==> config.mk <==
export PLATFORM = sky130hd
export DESIGN_NAME = software_timer_bank
export DESIGN_NICKNAME = d
export VERILOG_FILES = /design/src/design/stb_pkg.sv /design/src/design/software_timer_bank.sv /design/src/design/stb_alu.sv
export SDC_FILE = /design/constraint.sdc
export NUM_CORES = 1
export LEC_CHECK = 0
export ABC_AREA = 1
export BUFFER_PORTS_ARGS = -buffer_cell sky130_fd_sc_hd__clkbuf_2
export CORE_MARGIN = 4
export CORE_UTILIZATION = 55
export CTS_CLUSTER_DIAMETER = 60
export DETAILED_ROUTE_END_ITERATION = 10
export PLACE_DENSITY_LB_ADDON = 0.08
export SLEW_MARGIN = 20
export SYNTH_ARGS = -nofsm -noshare
export SYNTH_HDL_FRONTEND = slang
export SYNTH_SLANG_ARGS = --single-unit
==> constraint.sdc <==
create_clock -name clk -period 4.86 [get_ports clk]
set_input_delay 0.972 -clock clk [delete_from_list [all_inputs] [get_ports clk]]
set_output_delay 0.972 -clock clk [all_outputs]
set_load 0.01 [all_outputs]
==> src/design/stb_pkg.sv <==
// stb_pkg: types and constants shared by the timer bank and its shared adder
// no dependencies
package stb_pkg;

    localparam int TICK_W = 32;
    localparam int CH_W   = 3;
    localparam int OP_W   = 2;

    // operation codes of an input item
    typedef enum logic [OP_W-1:0] {
        OP_TICK  = 2'd0,
        OP_START = 2'd1,
        OP_STOP  = 2'd2
    } op_t;

    // result status codes
    typedef enum logic {
        ST_OK      = 1'b0,
        ST_BAD_ARG = 1'b1
    } status_t;

    typedef enum logic {
        ALU_ADD = 1'b0,
        ALU_SUB = 1'b1
    } alu_op_t;

    typedef enum logic [2:0] {
        S_IDLE,
        S_START,
        S_INC,
        S_CMP,
        S_REARM,
        S_EMIT
    } state_t;

endpackage

==> src/design/software_timer_bank.sv <==
// software_timer_bank: bank of one-shot / periodic timer channels on a 32-bit tick
// depends on stb_pkg and stb_alu
//
// usage:
//   input channel (in_valid / in_stall) takes one item: op, channel, period,
//   repeat_req. op tick advances the counter and scans the channels; start arms
//   a channel at now + period; stop disarms it. in_stall is high while an item
//   is being worked on.
//   output channel (out_valid / out_stall) gives one result per firing channel
//   in index order, or one empty result; last marks the final result of an item.
//   start, stop and unused op codes give exactly one result.
// steps:
//   a tick goes through accept, increment, a compare step per channel, a rearm
//   step per firing periodic channel and an emit step per result. a start goes
//   through accept, start and emit; a stop or rejected start through accept and
//   emit. the start, increment, compare and rearm steps use the single shared adder.
// reset clears the tick counter and disarms all channels. a stalled result is
//   held in the output register; the block takes the next item meanwhile and
//   waits with its own result until the register frees up.
module software_timer_bank
    import stb_pkg::*;
#(
    parameter int CHANNELS = 8
)
(
    input  logic                clk,
    input  logic                rst_n,
    input  logic                in_valid,
    output logic                in_stall,
    input  logic [OP_W-1:0]     op,
    input  logic [CH_W-1:0]     channel,
    input  logic [TICK_W-1:0]   period,
    input  logic                repeat_req,
    output logic                out_valid,
    input  logic                out_stall,
    output logic                fired,
    output logic [CH_W-1:0]     fired_channel,
    output logic                status,
    output logic [TICK_W-1:0]   now,
    output logic                last
);

    // only channels reachable by a 3-bit index can ever be armed
    localparam int SLOTS = (CHANNELS < (1 << CH_W)) ? CHANNELS : (1 << CH_W);
    localparam int IDX_W = (SLOTS > 1) ? $clog2(SLOTS) : 1;

    state_t              state_reg, state_next;
    logic [TICK_W-1:0]   tick_reg, tick_next;
    logic [IDX_W-1:0]    idx_reg, idx_next;
    logic [SLOTS-1:0]    mask_reg, mask_next;
    logic [SLOTS-1:0]    armed_reg, armed_next;
    logic [SLOTS-1:0]    periodic_reg, periodic_next;
    logic [IDX_W-1:0]    ch_reg, ch_next;
    logic [TICK_W-1:0]   per_reg, per_next;
    logic                rep_reg, rep_next;
    logic                status_reg, status_next;

    logic [TICK_W-1:0]   due_mem [SLOTS];
    logic [TICK_W-1:0]   period_mem [SLOTS];
    logic                due_we;
    logic [IDX_W-1:0]    due_widx;
    logic                period_we;

    logic                out_valid_reg, out_valid_next;
    logic                fired_reg, fired_next;
    logic [CH_W-1:0]     fired_ch_reg, fired_ch_next;
    logic                out_status_reg, out_status_next;
    logic [TICK_W-1:0]   now_reg, now_next;
    logic                last_reg, last_next;

    alu_op_t             alu_op;
    logic [TICK_W-1:0]   alu_b;
    logic [TICK_W-1:0]   alu_sum;

    logic                out_free;
    logic                ch_ok;
    logic [IDX_W-1:0]    low_idx;
    logic [SLOTS-1:0]    low_bit;
    logic                scan_end;

    stb_alu u_alu (
        .alu_op (alu_op),
        .a      (tick_reg),
        .b      (alu_b),
        .sum    (alu_sum)
    );

    assign out_free = !out_valid_reg || !out_stall;
    assign ch_ok    = (7'(channel) < 7'(CHANNELS));
    assign scan_end = (idx_reg == IDX_W'(SLOTS - 1));

    // lowest pending firing
    always_comb
    begin
        low_idx = '0;
        for (int i = SLOTS - 1; i >= 0; i--)
        begin
            if (mask_reg[i])
            begin
                low_idx = IDX_W'(i);
            end
        end
        low_bit = mask_reg & (~mask_reg + SLOTS'(1));
    end

    always_ff @(posedge clk or negedge rst_n)
    begin
        if (!rst_n)
        begin
            state_reg     <= S_IDLE;
            tick_reg      <= '0;
            armed_reg     <= '0;
            out_valid_reg <= 1'b0;
        end
        else
        begin
            state_reg     <= state_next;
            tick_reg      <= tick_next;
            armed_reg     <= armed_next;
            out_valid_reg <= out_valid_next;
        end
    end

    always_ff @(posedge clk)
    begin
        idx_reg        <= idx_next;
        mask_reg       <= mask_next;
        periodic_reg   <= periodic_next;
        ch_reg         <= ch_next;
        per_reg        <= per_next;
        rep_reg        <= rep_next;
        status_reg     <= status_next;
        fired_reg      <= fired_next;
        fired_ch_reg   <= fired_ch_next;
        out_status_reg <= out_status_next;
        now_reg        <= now_next;
        last_reg       <= last_next;
    end

    always_ff @(posedge clk)
    begin
        if (due_we)
        begin
            due_mem[due_widx] <= alu_sum;
        end
        if (period_we)
        begin
            period_mem[ch_reg] <= per_reg;
        end
    end

    always_comb
    begin
        state_next      = state_reg;
        tick_next       = tick_reg;
        idx_next        = idx_reg;
        mask_next       = mask_reg;
        armed_next      = armed_reg;
        periodic_next   = periodic_reg;
        ch_next         = ch_reg;
        per_next        = per_reg;
        rep_next        = rep_reg;
        status_next     = status_reg;
        due_we          = 1'b0;
        due_widx        = idx_reg;
        period_we       = 1'b0;
        alu_op          = ALU_ADD;
        alu_b           = per_reg;
        in_stall        = 1'b1;

        out_valid_next  = out_valid_reg && out_stall;
        fired_next      = fired_reg;
        fired_ch_next   = fired_ch_reg;
        out_status_next = out_status_reg;
        now_next        = now_reg;
        last_next       = last_reg;

        case (state_reg)
            S_IDLE:
            begin
                in_stall = 1'b0;
                if (in_valid)
                begin
                    ch_next     = IDX_W'(channel);
                    per_next    = period;
                    rep_next    = repeat_req;
                    mask_next   = '0;
                    idx_next    = '0;
                    status_next = ST_OK;
                    state_next  = S_EMIT;
                    case (op)
                        OP_TICK:
                        begin
                            state_next = S_INC;
                        end
                        OP_START:
                        begin
                            if (!ch_ok || period == '0)
                            begin
                                status_next = ST_BAD_ARG;
                            end
                            else
                            begin
                                state_next = S_START;
                            end
                        end
                        OP_STOP:
                        begin
                            if (!ch_ok)
                            begin
                                status_next = ST_BAD_ARG;
                            end
                            else
                            begin
                                armed_next[IDX_W'(channel)] = 1'b0;
                            end
                        end
                        default:
                        begin
                            status_next = ST_OK;
                        end
                    endcase
                end
            end

            S_START:
            begin
                alu_op                = ALU_ADD;
                alu_b                 = per_reg;
                due_we                = 1'b1;
                due_widx              = ch_reg;
                period_we             = 1'b1;
                periodic_next[ch_reg] = rep_reg;
                armed_next[ch_reg]    = 1'b1;
                state_next            = S_EMIT;
            end

            S_INC:
            begin
                alu_op     = ALU_ADD;
                alu_b      = TICK_W'(1);
                tick_next  = alu_sum;
                state_next = S_CMP;
            end

            S_CMP:
            begin
                // wrap-safe due test: sign of now - due
                alu_op = ALU_SUB;
                alu_b  = due_mem[idx_reg];
                if (armed_reg[idx_reg] && !alu_sum[TICK_W-1])
                begin
                    mask_next[idx_reg] = 1'b1;
                    if (periodic_reg[idx_reg])
                    begin
                        state_next = S_REARM;
                    end
                    else
                    begin
                        armed_next[idx_reg] = 1'b0;
                    end
                end
                if (state_next == S_CMP)
                begin
                    if (scan_end)
                    begin
                        state_next = S_EMIT;
                    end
                    else
                    begin
                        idx_next = idx_reg + IDX_W'(1);
                    end
                end
            end

            S_REARM:
            begin
                alu_op = ALU_ADD;
                alu_b  = period_mem[idx_reg];
                due_we = 1'b1;
                if (scan_end)
                begin
                    state_next = S_EMIT;
                end
                else
                begin
                    idx_next   = idx_reg + IDX_W'(1);
                    state_next = S_CMP;
                end
            end

            S_EMIT:
            begin
                if (out_free)
                begin
                    out_valid_next  = 1'b1;
                    out_status_next = status_reg;
                    now_next        = tick_reg;
                    if (mask_reg == '0)
                    begin
                        fired_next    = 1'b0;
                        fired_ch_next = '0;
                        last_next     = 1'b1;
                        state_next    = S_IDLE;
                    end
                    else
                    begin
                        fired_next    = 1'b1;
                        fired_ch_next = CH_W'(low_idx);
                        mask_next     = mask_reg & ~low_bit;
                        last_next     = ((mask_reg & ~low_bit) == '0);
                        if ((mask_reg & ~low_bit) == '0)
                        begin
                            state_next = S_IDLE;
                        end
                    end
                end
            end

            default:
            begin
                state_next = S_IDLE;
            end
        endcase
    end

    assign out_valid     = out_valid_reg;
    assign fired         = fired_reg;
    assign fired_channel = fired_ch_reg;
    assign status        = out_status_reg;
    assign now           = now_reg;
    assign last          = last_reg;

    // the counter moves only in the increment step
    a_tick_only_inc: assert property (@(posedge clk) disable iff (!rst_n)
        (state_reg != S_INC) |=> (tick_reg == $past(tick_reg)))
        else $error("tick counter changed outside increment step");

    // a scan always starts at channel zero
    a_scan_from_zero: assert property (@(posedge clk) disable iff (!rst_n)
        (state_reg == S_INC) |=> (state_reg == S_CMP && idx_reg == '0))
        else $error("scan did not start at channel zero");

    // loading the final result of an item returns the sequencer to idle
    a_last_ends_item: assert property (@(posedge clk) disable iff (!rst_n)
        (state_reg == S_EMIT && out_free && last_next) |=> (state_reg == S_IDLE))
        else $error("sequencer kept busy after final result");

endmodule

==> src/design/stb_alu.sv <==
// stb_alu: the one 32-bit adder/subtractor shared by the start, increment, compare and rearm steps
// depends on stb_pkg
module stb_alu
    import stb_pkg::*;
(
    input  alu_op_t             alu_op,
    input  logic [TICK_W-1:0]   a,
    input  logic [TICK_W-1:0]   b,
    output logic [TICK_W-1:0]   sum
);

    logic [TICK_W-1:0] b_eff;

    always_comb
    begin
        case (alu_op)
            ALU_SUB: b_eff = ~b;
            default: b_eff = b;
        endcase
    end

    // subtract is a + ~b + 1
    assign sum = a + b_eff + TICK_W'(alu_op == ALU_SUB);

endmodule

==> run_results.csv <==
group,metric,value,unit
critical_path,r2r-start,"state_reg[2]",
clock_network,ctsHtreeMaxLevel,3,
status,status,"finished clean",
yosys,synth_area,0.02751,mm²
yosys,ys_ff_latch,653,
route,wire_per_inst,24.95,µm
yosys,ys_top_cells_by_area,"edfxtp_1 (66%), o21ai_0 (5.5%), nor2_1 (4.6%), dfrtp_1 (4.0%), nand2_1 (3.3%)",
yosys,async_flop_share,6.738,%
hold_path,hold_end,"status",
critical_path,end_kind,"flip-flop",
yosys,synth_top_area_cell,"edfxtp_1",
timing,hold_viol,0,
die,fp.dieW,231.7,µm
clock_network,clk_latency,0.59,ns
critical_path,arrival,4.76,ns
cells_and_area,final_nets,2405,
cells_and_area,area_delta_synth_final,13.69,%
clock_network,cts_buffers,68,
clock_network,tritoncts,"yes",
clock_network,cts_resized,0,
yosys,synth_top_cells_by_count,"edfxtp_1 (606), nor2_1 (337), o21ai_0 (303)",
yosys,syn-mean-instance-area,12.34,µm²
critical_path,r2r_end,"mask_reg[1]",
clock_network,clkTransAtPathRegs,0.06,ns
yosys,synth_flop_cell,"edfxtp_1",
critical_path,crit_fanout,44,
cells_and_area,regArea,0.01937,mm²
cells_and_area,fill_cells,3756,
die,start_util,55.97,%
grt,overflow,0,
route,drcViolationCount,0,
timing,finalCriticalPeriod,4.519,ns
timing,worst-slew-pin-transition,0.9609,ns
critical_path,critPathLaunchType,"flip-flop",
critical_path,crit_required,5.10,ns
hold_path,min_path_type,"reg2reg",
cells_and_area,antenna-diode-count,0,
yosys,synth_seq_area_share,70.37,%
yosys,synth_most_common_cell,"edfxtp_1",
die,fp.dieH,231.7,µm
timing,clock.fmax,0.2213,GHz
timing,fin_setup_tns,0,ns
hold_path,hp-start,"status_reg",
yosys,yosysWarningCount,0,
die,die_area,0.05366,mm²
route,drtIter0Drc,2010,
timing,relSlewSlack,35.79,%
critical_path,slowest_stage,"nor4_1",
cells_and_area,multi_input_area,0.007477,mm²
pwr,peakVddDrop,482.0,µV
critical_path,path_class,"reg2reg",
timing,finalCritPeriodShare,92.99,%
yosys,syn_inst,2230,
route,detail_route.vias_per_cell,6.107,
grt,grt_pass1_wl,113800,µm
job,max_cap_viol_count,0,
clock_network,cts-root-buf,"clkbuf_16",
clock_network,post_cts_buffers,0,
timing,finalSetupViolations,0,
route,wl,75880,µm
cells_and_area,largestRegisters,"due_mem (256), period_mem (256)",
yosys,syn_nets,2305,
critical_path,rrSetupSlack,0.34,ns
placed_design,place_hpwl,47270,µm
die,pin_count,82,
grt,antenna_found_initial,2,
grt,grt_usage,28.31,%
hold_path,worstHoldPathCells,0,
critical_path,crit_chain,"inv_2 > nand3_2 > clkinv_2 > buf_4 > o21ai_0 > o211ai_1 > xor2_1 > ha_1 > nand2_1 > nor2_1 > inv_1 > nor4_1 > nand2_4 > nand3_2 > nand3_2 > nand2_2 > o2111a_1",
die,core-area,0.04915,mm²
placed_design,gp_congestion,0.9009,
critical_path,worst-path-buf-inv,4,
critical_path,reg2reg_depth,17,
grt,grt_start_max_net_pins,102,
yosys,yosysTopAreaCellShare,66.15,%
clock_network,postCtsHoldBufs,0,
cells_and_area,fin_util,63.63,%
timing,rsz0062_at_grt,"false",
pwr,leakage,11.14,nW
grt,grt_pass1_vias,18110,
yosys,synth_cell_types,56,
clock_network,clock-sinks,653,
timing,fin_skew,0.01182,ns
timing,final_max_slew_viol_count,0,
clock_network,cts_buffer_depth,3,
placed_design,port_buffers,81,
cells_and_area,layout-drive-gt1-share,13.33,%
route,routed-via-count,18580,
pwr,power_density,799.8,mW/mm²
route,postRouteAntennaNets,0,
critical_path,crit_top_cell,"nand3_2",
route,drtPass1Iterations,6,
critical_path,path_delay_family,"simple AND/OR/NAND/NOR gates",
die,placementRows,81,
yosys,synth_edf_count,606,
critical_path,slowest_delay,0.48,ns
-- per-stage QoR --
step / instance area [µm²] / power [mW] / hold WS [ns] / setup WS [ns] / instances
2_1_floorplan: 27510 / 15.97 / 0.4003 / 0.8839 / 2230
3_3_place_gp: 29120 / 19.77 / 0.4000 / 0.4254 / 2922
3_5_place_dp: 29150 / 19.95 / 0.4151 / 0.3814 / 2923
4_1_cts: 31260 / 24.97 / 0.4238 / 0.3586 / 3041
5_1_grt: 31280 / 26.38 / 0.4470 / 0.02267 / 3042
6_report: 31280 / 25.02 / 0.4240 / 0.3405 / 3042
-- layout by cell type, fill, tap and decap left out, types with 6 or more instances in the layout --
cell and instances:
buf_4 56, inv_6 6, nor4_1 11, nor2_4 19, o21ai_0 303, nand2_2 9
o21ai_1 10, clkinv_2 10, dfrtp_1 44, bufinv_16 6, o211ai_1 46, a21oi_1 52
inv_2 6, clkbuf_16 69, nor3_1 14, nand2_4 7, buf_12 15, clkbuf_2 81
xor2_1 56, edfxtp_1 606, clkinv_1 10, o22ai_1 66, nand3_2 9, nor2_1 318
nand3_1 55, nand2_1 241, inv_1 78, ha_1 32, o221ai_1 60, clkbuf_1 18
-- logic make-up after synthesis --
| group | share of synthesized area (%) |
|---|---|
| xor gates and xnor gates | 2.060 |
| adders and majority gates | 1.528 |
| DFF | 70.37 |
| buffers and inverters | 2.956 |
| and+or+nand+nor | 10.65 |
| AOI/OAI and AO/OA | 12.44 |
-- worst max path at each step --
| stage | end | slack [ns] | start | cells past startpoint |
|---|---|---|---|---|
| after floorplan | due_mem[0][28] | 0.88 | flip-flop | 22 |
| after global placement | mask_reg[0] | 0.43 | state_reg[2] | 19 |
| after detailed placement | mask_reg[1] | 0.38 | state_reg[2] | 17 |
| after CTS | mask_reg[6] | 0.36 | state_reg[2] | 17 |
| after global routing | mask_reg[7] | 0.02 | flip-flop | 18 |
| final | mask_reg[1] | 0.34 | state_reg[2] | 17 |
-- power breakdown --
part	switching (mW)	total, mW	internal, mW	leakage, nW
logic	7.31	10.1	2.75	4.03
clock network	2.09	5.03	2.93	1.03
registers	0.666	9.94	9.27	6.08
-- final cells by class --
cell class              instances  share of cell area (%)
clock buffers                  87                   5.736
flip-flops and latches        653                   61.93
repair buffers                153                   3.688
inverters                      87                   1.068
multi-input cells            1367                   23.91
well taps                     664                   2.656
clock inverters                31                   1.016
-- worst register-to-register path, stage by stage (launching register included) --
cell and delay [ns]:
dfrtp_1 0.46, inv_2 0.11, nand3_2 0.08, clkinv_2 0.08
buf_4 0.47, o21ai_0 0.37, o211ai_1 0.39, xor2_1 0.14
ha_1 0.37, nand2_1 0.10, nor2_1 0.24, inv_1 0.07
nor4_1 0.48, nand2_4 0.12, nand3_2 0.13, nand3_2 0.09
nand2_2 0.09, o2111a_1 0.42
-- metal layers --
metal  global-route usage, %  part of all wire [%]
met3                   4.658                   8.2
met1                   41.74                    43
met2                   43.70                    46
met4                   9.135                   2.8
met5                       0                 0.069
(Power assumes the default switching activity.)
